`config.mk`:
```
export PLATFORM = sky130hd
export DESIGN_NAME = bounded_decimal_text_writer_unit
export DESIGN_NICKNAME = d
export VERILOG_FILES = /design/src/hdl/bdtw_pkg.sv /design/src/hdl/bdtw_ctrl.sv /design/src/hdl/bdtw_datapath.sv /design/src/hdl/bounded_decimal_text_writer_unit.sv
export SDC_FILE = /design/constraint.sdc
export NUM_CORES = 1
export LEC_CHECK = 0
export ABC_AREA = 1
export BUFFER_PORTS_ARGS = -buffer_cell sky130_fd_sc_hd__buf_2
export CORE_UTILIZATION = 58
export CTS_BUF_LIST = sky130_fd_sc_hd__clkbuf_2 sky130_fd_sc_hd__clkbuf_4 sky130_fd_sc_hd__clkbuf_8
export DETAILED_ROUTE_END_ITERATION = 10
export PLACE_DENSITY = 0.84
export RECOVER_POWER = 50
export SLEW_MARGIN = 20
export SYNTH_ARGS = -nofsm -noshare
export SYNTH_HDL_FRONTEND = slang
export SYNTH_SLANG_ARGS = --single-unit
```
`constraint.sdc`:
```
create_clock -name clock -period 9.3 [get_ports clock]
set_clock_uncertainty 0.15 [all_clocks]
set_input_delay 1.86 -clock clock [delete_from_list [all_inputs] [get_ports clock]]
set_output_delay 1.86 -clock clock [all_outputs]
set_load 0.02 [all_outputs]
```
`src/hdl/bdtw_pkg.sv`:
```
`timescale 1ns / 1ps

package bdtw_pkg;

   localparam int DEF_ADDR_BITS     = 16;
   localparam int BUF_SIZE_BITS     = 16;
   localparam int MAG_BITS          = 64;
   localparam int MAX_DIGITS        = 20;
   localparam int BCD_BITS          = 4 * MAX_DIGITS;
   localparam int DABBLE_BITS       = 4;
   localparam int CONV_STEPS        = MAG_BITS / DABBLE_BITS;
   localparam int CNT_BITS          = $clog2(CONV_STEPS);
   localparam int LEN_BITS          = 5;
   localparam int WORD_BITS         = 40;

   localparam logic [BUF_SIZE_BITS-1:0] BUFFER_SIZE_RESET = 16'hFFFF;
   localparam logic [7:0]  ASCII_ZERO = 8'h30;
   localparam logic [7:0]  ASCII_MINUS = 8'h2D;
   localparam logic [WORD_BITS-1:0] WORD_TRUE  = {"true", 8'h00};
   localparam logic [WORD_BITS-1:0] WORD_FALSE = "false";
   localparam logic [LEN_BITS-1:0]  LEN_TRUE   = 5'd4;
   localparam logic [LEN_BITS-1:0]  LEN_FALSE  = 5'd5;

   typedef enum logic [1:0] {
      OP_NUMBER  = 2'd0,
      OP_CHAR    = 2'd1,
      OP_WORD    = 2'd2,
      OP_SET_POS = 2'd3
   } op_type;

   typedef enum logic [2:0] {
      NT_U8  = 3'd0,
      NT_U16 = 3'd1,
      NT_U32 = 3'd2,
      NT_U64 = 3'd3,
      NT_S16 = 3'd4,
      NT_S32 = 3'd5,
      NT_S64 = 3'd6
   } num_type;

   typedef enum logic [1:0] {
      RS_WRITTEN = 2'd0,
      RS_NONE    = 2'd1,
      RS_POS_SET = 2'd2
   } rsp_status_type;

   typedef enum logic [2:0] {
      ST_IDLE,
      ST_CONVERT,
      ST_TRIM,
      ST_CHECK,
      ST_EMIT,
      ST_SINGLE
   } state_type;

   typedef struct packed {
      logic capture;
      logic conv_step;
      logic trim_step;
      logic check;
      logic emit_byte;
      logic single;
   } dp_cmd_type;

   typedef struct packed {
      logic out_free;
      logic conv_last;
      logic trim_done;
      logic fit;
      logic last_byte;
   } dp_stat_type;

   function automatic logic number_type_ok(input logic [2:0] t);
      return t <= NT_S64;
   endfunction

   // Four double-dabble steps: correct every BCD digit, then shift one bit in.
   function automatic logic [BCD_BITS+MAG_BITS-1:0] dabble_nibble(
      input logic [BCD_BITS+MAG_BITS-1:0] acc);
      logic [BCD_BITS+MAG_BITS-1:0] v;
      v = acc;
      for (int s = 0; s < DABBLE_BITS; s++) begin
         for (int d = 0; d < MAX_DIGITS; d++) begin
            if (v[MAG_BITS + 4*d +: 4] >= 4'd5) begin
               v[MAG_BITS + 4*d +: 4] = v[MAG_BITS + 4*d +: 4] + 4'd3;
            end
         end
         v = v << 1;
      end
      return v;
   endfunction

endpackage

```
`src/hdl/bdtw_ctrl.sv`:
```
`timescale 1ns / 1ps

module bdtw_ctrl (
   input  logic                    clock,
   input  logic                    reset,
   input  logic                    req_valid,
   input  logic [1:0]              req_operation,
   input  logic [2:0]              req_number_type,
   input  bdtw_pkg::dp_stat_type   stat,
   output logic                    req_ready,
   output bdtw_pkg::dp_cmd_type    cmd
);
   import bdtw_pkg::*;

   state_type state_ff;
   state_type state_in;

   always_ff @(posedge clock) begin
      if (reset) begin
         state_ff <= ST_IDLE;
      end else begin
         state_ff <= state_in;
      end
   end

   always_comb begin
      state_in = state_ff;
      unique case (state_ff)
         ST_IDLE: begin
            if (req_valid) begin
               unique case (op_type'(req_operation))
                  OP_NUMBER: begin
                     state_in = number_type_ok(req_number_type) ? ST_CONVERT : ST_SINGLE;
                  end
                  OP_WORD:    state_in = ST_CHECK;
                  OP_CHAR:    state_in = ST_SINGLE;
                  OP_SET_POS: state_in = ST_SINGLE;
               endcase
            end
         end
         ST_CONVERT: begin
            if (stat.conv_last) state_in = ST_TRIM;
         end
         ST_TRIM: begin
            if (stat.trim_done) state_in = ST_CHECK;
         end
         ST_CHECK: begin
            state_in = stat.fit ? ST_EMIT : ST_SINGLE;
         end
         ST_EMIT: begin
            if (stat.out_free && stat.last_byte) state_in = ST_IDLE;
         end
         ST_SINGLE: begin
            if (stat.out_free) state_in = ST_IDLE;
         end
         default: state_in = ST_IDLE;
      endcase
   end

   always_comb begin
      cmd       = '0;
      req_ready = 1'b0;
      unique case (state_ff)
         ST_IDLE: begin
            req_ready   = 1'b1;
            cmd.capture = req_valid;
         end
         ST_CONVERT: cmd.conv_step = 1'b1;
         ST_TRIM:    cmd.trim_step = !stat.trim_done;
         ST_CHECK:   cmd.check     = 1'b1;
         ST_EMIT:    cmd.emit_byte = stat.out_free;
         ST_SINGLE:  cmd.single    = stat.out_free;
         default: begin
            cmd       = '0;
            req_ready = 1'b0;
         end
      endcase
   end

endmodule

```
`src/hdl/bdtw_datapath.sv`:
```
`timescale 1ns / 1ps

module bdtw_datapath #(
   parameter int ADDR_BITS = bdtw_pkg::DEF_ADDR_BITS
) (
   input  logic                   clock,
   input  logic                   reset,
   input  bdtw_pkg::dp_cmd_type   cmd,
   output bdtw_pkg::dp_stat_type  stat,
   input  logic [1:0]             req_operation,
   input  logic [63:0]            req_number,
   input  logic [2:0]             req_number_type,
   input  logic [7:0]             req_character,
   input  logic                   req_flag,
   input  logic [15:0]            req_new_position,
   input  logic                   csr_valid,
   input  logic                   csr_ready,
   input  logic [15:0]            csr_buffer_size,
   output logic                   rsp_valid,
   input  logic                   rsp_ready,
   output logic [15:0]            rsp_write_address,
   output logic [7:0]             rsp_write_byte,
   output logic [1:0]             rsp_status,
   output logic                   rsp_ok_flag,
   output logic                   rsp_last
);
   import bdtw_pkg::*;

   // Wide enough for any position plus text length against the buffer size.
   localparam int CW = ((ADDR_BITS > BUF_SIZE_BITS) ? ADDR_BITS : BUF_SIZE_BITS) + 1;

   // Architectural state.
   logic [ADDR_BITS-1:0]     pos_ff;
   logic                     ok_ff;
   logic [BUF_SIZE_BITS-1:0] size_ff;

   // Item working registers.
   op_type                   op_ff;
   logic [7:0]               char_ff;
   logic                     word_flag_ff;
   logic [15:0]              npos_ff;
   logic                     neg_ff;
   logic [MAG_BITS-1:0]      bin_ff;
   logic [BCD_BITS-1:0]      bcd_ff;
   logic [CNT_BITS-1:0]      conv_cnt_ff;
   logic [LEN_BITS-1:0]      ndig_ff;
   logic [WORD_BITS-1:0]     word_ff;
   logic [LEN_BITS-1:0]      rem_ff;
   logic [15:0]              addr_ff;

   // Result register.
   logic                     rsp_valid_ff;
   logic [15:0]              rsp_addr_ff;
   logic [7:0]               rsp_byte_ff;
   rsp_status_type           rsp_status_ff;
   logic                     rsp_ok_ff;
   logic                     rsp_last_ff;

   logic [MAG_BITS-1:0]      cap_ze;
   logic [MAG_BITS-1:0]      cap_mask;
   logic                     cap_neg;
   logic [MAG_BITS-1:0]      cap_mag;
   logic [BCD_BITS+MAG_BITS-1:0] dabble_in;

   logic [CW-1:0]            pos_ext;
   logic [CW-1:0]            size_ext;
   logic [LEN_BITS-1:0]      text_len;
   logic [7:0]               emit_val;
   logic                     is_word;

   logic [ADDR_BITS-1:0]     npos_masked;
   logic [15:0]              single_addr;
   logic [7:0]               single_byte;
   rsp_status_type           single_status;
   logic                     single_ok;
   logic                     single_pos_we;
   logic [ADDR_BITS-1:0]     single_pos;

   // Magnitude and sign of the incoming integer.
   always_comb begin
      cap_ze   = '0;
      cap_mask = '1;
      cap_neg  = 1'b0;
      unique case (req_number_type)
         NT_U8:  cap_ze = {56'd0, req_number[7:0]};
         NT_U16: cap_ze = {48'd0, req_number[15:0]};
         NT_U32: cap_ze = {32'd0, req_number[31:0]};
         NT_U64: cap_ze = req_number;
         NT_S16: begin
            cap_ze   = {48'd0, req_number[15:0]};
            cap_mask = {48'd0, 16'hFFFF};
            cap_neg  = req_number[15];
         end
         NT_S32: begin
            cap_ze   = {32'd0, req_number[31:0]};
            cap_mask = {32'd0, 32'hFFFF_FFFF};
            cap_neg  = req_number[31];
         end
         NT_S64: begin
            cap_ze  = req_number;
            cap_neg = req_number[63];
         end
         default: begin
            cap_ze   = '0;
            cap_mask = '1;
            cap_neg  = 1'b0;
         end
      endcase
   end

   assign cap_mag   = cap_neg ? ((~cap_ze + 64'd1) & cap_mask) : cap_ze;
   assign dabble_in = dabble_nibble({bcd_ff, bin_ff});

   assign pos_ext  = CW'(pos_ff);
   assign size_ext = CW'(size_ff);
   assign is_word  = (op_ff == OP_WORD);
   assign text_len = is_word ? (word_flag_ff ? LEN_TRUE : LEN_FALSE)
                             : (ndig_ff + LEN_BITS'(neg_ff));
   assign emit_val = is_word ? word_ff[WORD_BITS-1 -: 8]
                   : (neg_ff ? ASCII_MINUS : (ASCII_ZERO | {4'd0, bcd_ff[BCD_BITS-1 -: 4]}));

   assign npos_masked = ADDR_BITS'(CW'(npos_ff));

   // One-result items: position load, raw character, and every failed write.
   always_comb begin
      single_addr   = pos_ext[15:0];
      single_byte   = '0;
      single_status = RS_NONE;
      single_ok     = 1'b0;
      single_pos_we = 1'b0;
      single_pos    = pos_ff + ADDR_BITS'(1);
      unique case (op_ff)
         OP_SET_POS: begin
            single_addr   = 16'(npos_masked);
            single_status = RS_POS_SET;
            single_ok     = ok_ff;
            single_pos_we = 1'b1;
            single_pos    = npos_masked;
         end
         OP_CHAR: begin
            single_ok = ok_ff && (pos_ext < size_ext);
            if (single_ok) begin
               single_byte   = char_ff;
               single_status = RS_WRITTEN;
               single_pos_we = 1'b1;
            end
         end
         OP_NUMBER, OP_WORD: begin
            single_ok = 1'b0;
         end
      endcase
   end

   always_ff @(posedge clock) begin
      if (reset) begin
         pos_ff  <= '0;
         ok_ff   <= 1'b1;
         size_ff <= BUFFER_SIZE_RESET;
      end else begin
         if (csr_valid && csr_ready) begin
            size_ff <= csr_buffer_size;
         end
         if (cmd.emit_byte) begin
            pos_ff <= pos_ff + ADDR_BITS'(1);
         end else if (cmd.single) begin
            ok_ff <= single_ok;
            if (single_pos_we) pos_ff <= single_pos;
         end
      end
   end

   always_ff @(posedge clock) begin
      if (cmd.capture) begin
         op_ff        <= op_type'(req_operation);
         char_ff      <= req_character;
         word_flag_ff <= req_flag;
         npos_ff      <= req_new_position;
         neg_ff       <= cap_neg;
         bin_ff       <= cap_mag;
         bcd_ff       <= '0;
         conv_cnt_ff  <= '0;
         ndig_ff      <= LEN_BITS'(MAX_DIGITS);
         word_ff      <= req_flag ? WORD_TRUE : WORD_FALSE;
      end else if (cmd.conv_step) begin
         bcd_ff      <= dabble_in[BCD_BITS+MAG_BITS-1 -: BCD_BITS];
         bin_ff      <= dabble_in[MAG_BITS-1:0];
         conv_cnt_ff <= conv_cnt_ff + CNT_BITS'(1);
      end else if (cmd.trim_step) begin
         bcd_ff  <= bcd_ff << 4;
         ndig_ff <= ndig_ff - LEN_BITS'(1);
      end else if (cmd.check) begin
         rem_ff  <= text_len;
         addr_ff <= pos_ext[15:0];
      end else if (cmd.emit_byte) begin
         rem_ff  <= rem_ff - LEN_BITS'(1);
         addr_ff <= addr_ff + 16'd1;
         if (is_word) begin
            word_ff <= word_ff << 8;
         end else if (neg_ff) begin
            // The sign goes out first; the digits follow from the top.
            neg_ff <= 1'b0;
         end else begin
            bcd_ff <= bcd_ff << 4;
         end
      end
   end

   always_ff @(posedge clock) begin
      if (reset) begin
         rsp_valid_ff <= 1'b0;
      end else if (cmd.emit_byte || cmd.single) begin
         rsp_valid_ff <= 1'b1;
      end else if (rsp_ready) begin
         rsp_valid_ff <= 1'b0;
      end
   end

   always_ff @(posedge clock) begin
      if (cmd.emit_byte) begin
         rsp_addr_ff   <= addr_ff;
         rsp_byte_ff   <= emit_val;
         rsp_status_ff <= RS_WRITTEN;
         rsp_ok_ff     <= ok_ff;
         rsp_last_ff   <= (rem_ff == LEN_BITS'(1));
      end else if (cmd.single) begin
         rsp_addr_ff   <= single_addr;
         rsp_byte_ff   <= single_byte;
         rsp_status_ff <= single_status;
         rsp_ok_ff     <= single_ok;
         rsp_last_ff   <= 1'b1;
      end
   end

   assign stat.out_free  = !rsp_valid_ff || rsp_ready;
   assign stat.conv_last = (conv_cnt_ff == CNT_BITS'(CONV_STEPS - 1));
   assign stat.trim_done = (bcd_ff[BCD_BITS-1 -: 4] != 4'd0) || (ndig_ff == LEN_BITS'(1));
   assign stat.fit       = (pos_ext + CW'(text_len)) <= size_ext;
   assign stat.last_byte = (rem_ff == LEN_BITS'(1));

   assign rsp_valid         = rsp_valid_ff;
   assign rsp_write_address = rsp_addr_ff;
   assign rsp_write_byte    = rsp_byte_ff;
   assign rsp_status        = rsp_status_ff;
   assign rsp_ok_flag       = rsp_ok_ff;
   assign rsp_last          = rsp_last_ff;

endmodule

```
`src/hdl/bounded_decimal_text_writer_unit.sv`:
```
`timescale 1ns / 1ps
// Channel   Direction  Handshake            Payload
// req       in         req_valid/req_ready  operation, number, type, character, flag, position
// rsp       out        rsp_valid/rsp_ready  write_address, write_byte, status, ok_flag, last
// csr       in         csr_valid/csr_ready  buffer_size
//
// A number goes through binary-to-BCD conversion (four bits a cycle), then leading-zero removal
// (up to 19 shifts), the fit check, then one output byte per cycle while rsp is not stalled.
// A word goes through the check, then its bytes at that rate; a character or position load
// gives a single result. Every transaction passes through the idle state; the shared result
// register sets the byte rate, and a stalled rsp channel holds the sequencer in its emit or
// single-result state.
// Reset sets the position to 0, the success flag and the buffer size to 65535.

module bounded_decimal_text_writer_unit #(
   parameter int ADDR_BITS = bdtw_pkg::DEF_ADDR_BITS
) (
   input  logic         clock,
   input  logic         reset,
   input  logic         req_valid,
   output logic         req_ready,
   input  logic [1:0]   req_operation,
   input  logic [63:0]  req_number,
   input  logic [2:0]   req_number_type,
   input  logic [7:0]   req_character,
   input  logic         req_flag,
   input  logic [15:0]  req_new_position,
   output logic         rsp_valid,
   input  logic         rsp_ready,
   output logic [15:0]  rsp_write_address,
   output logic [7:0]   rsp_write_byte,
   output logic [1:0]   rsp_status,
   output logic         rsp_ok_flag,
   output logic         rsp_last,
   input  logic         csr_valid,
   output logic         csr_ready,
   input  logic [15:0]  csr_buffer_size
);
   import bdtw_pkg::*;

   dp_cmd_type  cmd;
   dp_stat_type stat;

   assign csr_ready = 1'b1;

   bdtw_ctrl u_ctrl (
      .clock           (clock),
      .reset           (reset),
      .req_valid       (req_valid),
      .req_operation   (req_operation),
      .req_number_type (req_number_type),
      .stat            (stat),
      .req_ready       (req_ready),
      .cmd             (cmd)
   );

   bdtw_datapath #(
      .ADDR_BITS (ADDR_BITS)
   ) u_datapath (
      .clock             (clock),
      .reset             (reset),
      .cmd               (cmd),
      .stat              (stat),
      .req_operation     (req_operation),
      .req_number        (req_number),
      .req_number_type   (req_number_type),
      .req_character     (req_character),
      .req_flag          (req_flag),
      .req_new_position  (req_new_position),
      .csr_valid         (csr_valid),
      .csr_ready         (csr_ready),
      .csr_buffer_size   (csr_buffer_size),
      .rsp_valid         (rsp_valid),
      .rsp_ready         (rsp_ready),
      .rsp_write_address (rsp_write_address),
      .rsp_write_byte    (rsp_write_byte),
      .rsp_status        (rsp_status),
      .rsp_ok_flag       (rsp_ok_flag),
      .rsp_last          (rsp_last)
   );

endmodule

```
==> qor.csv <==
stage,metric,value,unit
cells_and_area,sequential cell area,7277,µm²
setup_path,startpoint types,input pin,
logic_synthesis,commonest register cell after synthesis,sky130_fd_sc_hd__edfxtp_1,
sta,RSZ-0062 raised after global routing,false,
clock_network,clock input transition at the sequential cells of the worst setup and hold paths,0.06,ns
setup_path,crit-path leading delay family,buffers and inverters,
hold_path,worst min-delay path endpoint,u_datapath.ndig_ff[4],
sta,Slew Limit Fails,272,
sta,aggregate negative setup slack,0,ns
placement,HPWL after detailed placement,44490,µm
clock_network,number of buffers inserted during clock tree synthesis,50,
logic_synthesis,Syn Inst Count,3850,
clock_network,total setup buffers inserted after CTS,0,
cells_and_area,fraction of final layout cells sized beyond drive strength 1,0.07771,
global_routing,largest net degree at the start of global routing,87,
sta,final critical path time including I/O delays and setup,6.852,ns
logic_synthesis,cell area after synthesis,25120,µm²
hold_path,Hold Path Origin,u_datapath.ndig_ff[4],
setup_path,maximum fanout count along the critical path,86,
sta,Max Fclk,0.1459,GHz
setup_path,critical path buffer and inverter count,2,
logic_synthesis,Syn Nets,4173,
floorplan,area of the core,42320,µm²
sta,final-report hold violation count,0,
hold_path,worst hold path cell count,1,
cells_and_area,number of diodes,0,
setup_path,number of cells on the worst reg-to-reg path,4,
global_routing,via count of the first global-routing pass,22745,
logic_synthesis,Post-Syn Area per Cell,6.526,µm²
floorplan,Cell Rows,75,
logic_synthesis,Yosys Warn Count,0,
routing,routed length on met1,27160,µm
logic_synthesis,fraction of registers with async set or reset after synthesis,0,
logic_synthesis,sequential share of the synthesized area,0.2896,
routing,detailed-route via count,24933,
clock_network,number of H-tree branching levels,2,
global_routing,global-route usage over all layers,0.2699,
routing,detailed router's first-iteration violation count,1853,
routing,iteration count of the initial detailed-routing pass,6,
setup_path,worst reg2reg setup slack,3.13,ns
routing,via-per-instance ratio,5.445,
cells_and_area,synthesis-to-finish area growth,8.705,%
sta,crit share post-route,0.7368,
clock_network,clock tree from TritonCTS,built,
setup_path,arrival time at the worst endpoint,6.87,ns
routing,detailed-route wire length,60040,µm
global_routing,initial antenna violation count,0,
clock_network,number of buffers on the longest clock path,3,
clock_network,clock sink total,285,
floorplan,starting utilization of the core area,0.5936,
setup_path,Worst EP required,9.31,ns
global_routing,global-route wire length before repair,101900,µm
run_status,run status,"finished, violations left",
setup_path,Critical Path Most Common Cell,sky130_fd_sc_hd__clkbuf_1,
job,count of maximum capacitance violations,4,
clock_network,worst skew pair latency,0.60,ns
floorplan,top-level port count,146,
global_routing,Congestion Overflow GR,0,
routing,antenna violation net count after detailed routing,0,
setup_path,maximum single-stage delay on the critical path,2.74,ns
setup_path,beginning of the worst register-to-register path,u_ctrl.state_ff[2],
floorplan,die width,210.1,µm
cells_and_area,Total Nets Final,4284,
sta,final setup violation count,0,
sta,WHS,0.3231,ns
sta,Least-Margin Pin Slew,3.734,ns
sta,Rel. slew slack,-1.490,
routing,top metal layer carrying routed signals,met4,
setup_path,worst-path cell with the longest stage delay,sky130_fd_sc_hd__clkbuf_1,
cells_and_area,Layout fillers,3814,
placement,number of buffers added on ports,144,
setup_path,reg2reg end,u_datapath.neg_ff,
placement,global placement routability congestion,0.9148,
routing,met2 WL,27910,µm
cells_and_area,area taken by multi-input logic gates,15310,µm²
run_status,failing checks,"capacitance limit, slew limit",
clock_network,root buffer cell,sky130_fd_sc_hd__clkbuf_8,
floorplan,Die Footprint,44150,µm²
hold_path,class of the most critical hold timing path,reg2reg,
logic_synthesis,count of unique library cells instantiated by Yosys,59,
logic_synthesis,register bit count reported by yosys,285,
logic_synthesis,"EDFF count, synth",157,
clock_network,CTS-repair resized insts,0,
clock_network,count of hold-fix buffers inserted at cts,0,
routing,DRC errors left,0,
routing,DR WL met3,3187,µm
setup_path,endpoint kind of the worst setup timing path,flip-flop,
floorplan,die height,210.1,µm
routing,average wire length per cell after detail routing,13.11,µm
setup_path,"Cell Chain, Critical Path",clkbuf_1 > nand2_1 > clkbuf_1 > o21ai_0,
setup_path,category of the critical setup timing path,in2reg,
-- synth_stat cells, types with 4 or more instances --
cell type,number,area (µm²)
sky130_fd_sc_hd__nand2_1,1130,4242
sky130_fd_sc_hd__inv_1,558,2095
sky130_fd_sc_hd__nand3_1,415,2077
sky130_fd_sc_hd__o21ai_0,314,1572
sky130_fd_sc_hd__nor2_1,260,975.9
sky130_fd_sc_hd__ha_1,207,2590
sky130_fd_sc_hd__a21oi_1,163,815.8
sky130_fd_sc_hd__edfxtp_1,157,4715
sky130_fd_sc_hd__dfxtp_1,128,2562
sky130_fd_sc_hd__nand4_1,83,519.3
sky130_fd_sc_hd__clkbuf_1,80,300.3
sky130_fd_sc_hd__xor2_1,44,385.4
sky130_fd_sc_hd__or2_2,29,181.4
sky130_fd_sc_hd__o21ai_1,28,140.1
sky130_fd_sc_hd__o211ai_1,25,187.7
sky130_fd_sc_hd__nor3_1,22,110.1
sky130_fd_sc_hd__a31oi_1,21,131.4
sky130_fd_sc_hd__xnor2_1,18,157.7
sky130_fd_sc_hd__nand2_2,16,100.1
sky130_fd_sc_hd__nand3b_1,15,112.6
sky130_fd_sc_hd__and2_1,12,75.07
sky130_fd_sc_hd__o221ai_1,12,105.1
sky130_fd_sc_hd__nor2_4,9,101.4
sky130_fd_sc_hd__inv_2,7,26.28
sky130_fd_sc_hd__nor2_2,7,43.79
sky130_fd_sc_hd__o21ai_2,7,61.31
sky130_fd_sc_hd__a221o_1,5,50.05
sky130_fd_sc_hd__buf_1,5,18.77
sky130_fd_sc_hd__buf_2,5,25.02
sky130_fd_sc_hd__buf_6,5,56.30
sky130_fd_sc_hd__o21a_1,5,37.54
sky130_fd_sc_hd__o22ai_1,5,31.28
sky130_fd_sc_hd__buf_4,4,30.03
sky130_fd_sc_hd__nand3_2,4,40.04
sky130_fd_sc_hd__nor3_2,4,40.04
sky130_fd_sc_hd__o31ai_1,4,30.03
-- layer usage --
layer / vias up / global-route usage
met5: - / 0
li1: 12898 / -
met4: 0 / 0.09313
met1: 11194 / 0.3513
met2: 704 / 0.4620
met3: 137 / 0.03203
-- cell families (layout without fill, tap and decap cells) --
family / count (synthesis) / after routing / share of synthesized area
other cells: 1 / 1 / 0.0001493
compound gates: 605 / 605 / 0.1317
buf+inv: 666 / 818 / 0.1018
simple gates: 2023 / 2023 / 0.3512
xor+xnor: 62 / 62 / 0.02161
flops: 285 / 285 / 0.2896
fa+ha+maj: 208 / 208 / 0.1039
-- worst max-delay path by stage --
stage                    from               endpoint  slack, ns  cells past startpoint
global placement    rsp_ready  u_datapath.bcd_ff[69]       3.67                     13
CTS                 rsp_ready  u_datapath.bcd_ff[69]       4.19                     13
floorplan           req_valid   u_datapath.bin_ff[0]       4.75                      4
global route        req_valid      u_datapath.neg_ff       1.94                      4
finish              req_valid      u_datapath.neg_ff       2.45                      4
detailed placement  rsp_ready  u_datapath.bcd_ff[69]       3.55                     13
-- sequential cells by signal, summed over array words and instances, names as in the netlist, 16 cells and up --
signal,cells
u_datapath.size_ff,16
u_datapath.bin_ff,64
u_datapath.word_ff,18
u_datapath.npos_ff,16
u_datapath.bcd_ff,80
u_datapath.pos_ff,16
u_datapath.rsp_write_address,16
u_datapath.addr_ff,16
-- stage by stage --
step | cells | cell area, µm² | util | worst slack [ns]
finish | 4579 | 27310 | 0.6453 | 2.448
global route | 4579 | 27310 | 0.6453 | 1.937
CTS | 4579 | 27380 | 0.6469 | 4.192
detailed placement | 4486 | 26270 | 0.6208 | 3.547
global placement | 4486 | 26270 | 0.6208 | 3.669
floorplan | 3850 | 25120 | - | 4.749
-- final cells by class --
| class | count | share of cell area |
|---|---|---|
| timing repair buffer | 158 | 0.02813 |
| inverter | 567 | 0.07797 |
| clock buffer | 76 | 0.03418 |
| sequential | 285 | 0.2664 |
| clock inverter | 17 | 0.006185 |
| multi-input combinational | 2899 | 0.5607 |
| tap | 577 | 0.02643 |
-- worst reg2reg max path, delay by kind of cell, from the launching register on --
family | cells | cell delay (ns)
AND/OR/NAND/NOR | 2 | 1.81
AO/OA/AOI/OAI | 1 | 0.51
buffers and inverters | 1 | 2.75
flip-flops | 1 | 0.52
-- cells in the final DEF (no fill, tap or decap), drive strengths merged, types with 2 or more instances in the layout --
cell	synthesis	routed
nand2	1149	1149
inv	565	565
nand3	421	421
o21ai	350	350
nor2	277	277
ha	207	207
a21oi	163	163
edfxtp	157	157
dfxtp	128	128
buf	19	120
clkbuf	80	114
nand4	86	86
xor2	44	44
or2	30	30
nor3	28	28
o211ai	26	26
a31oi	21	21
xnor2	18	18
nand3b	15	15
and2	14	14
clkinv	2	14
o221ai	12	12
o21a	5	5
a221o	5	5
o22ai	5	5
o31ai	4	4
a21boi	4	4
nor4	3	3
a32o	3	3
bufinv	0	3
a22oi	2	2
clkinvlp	0	2
Power is left out: the tool's default activity adds up to more than one toggle a clock period on the data nets, which glitch-free logic cannot reach.
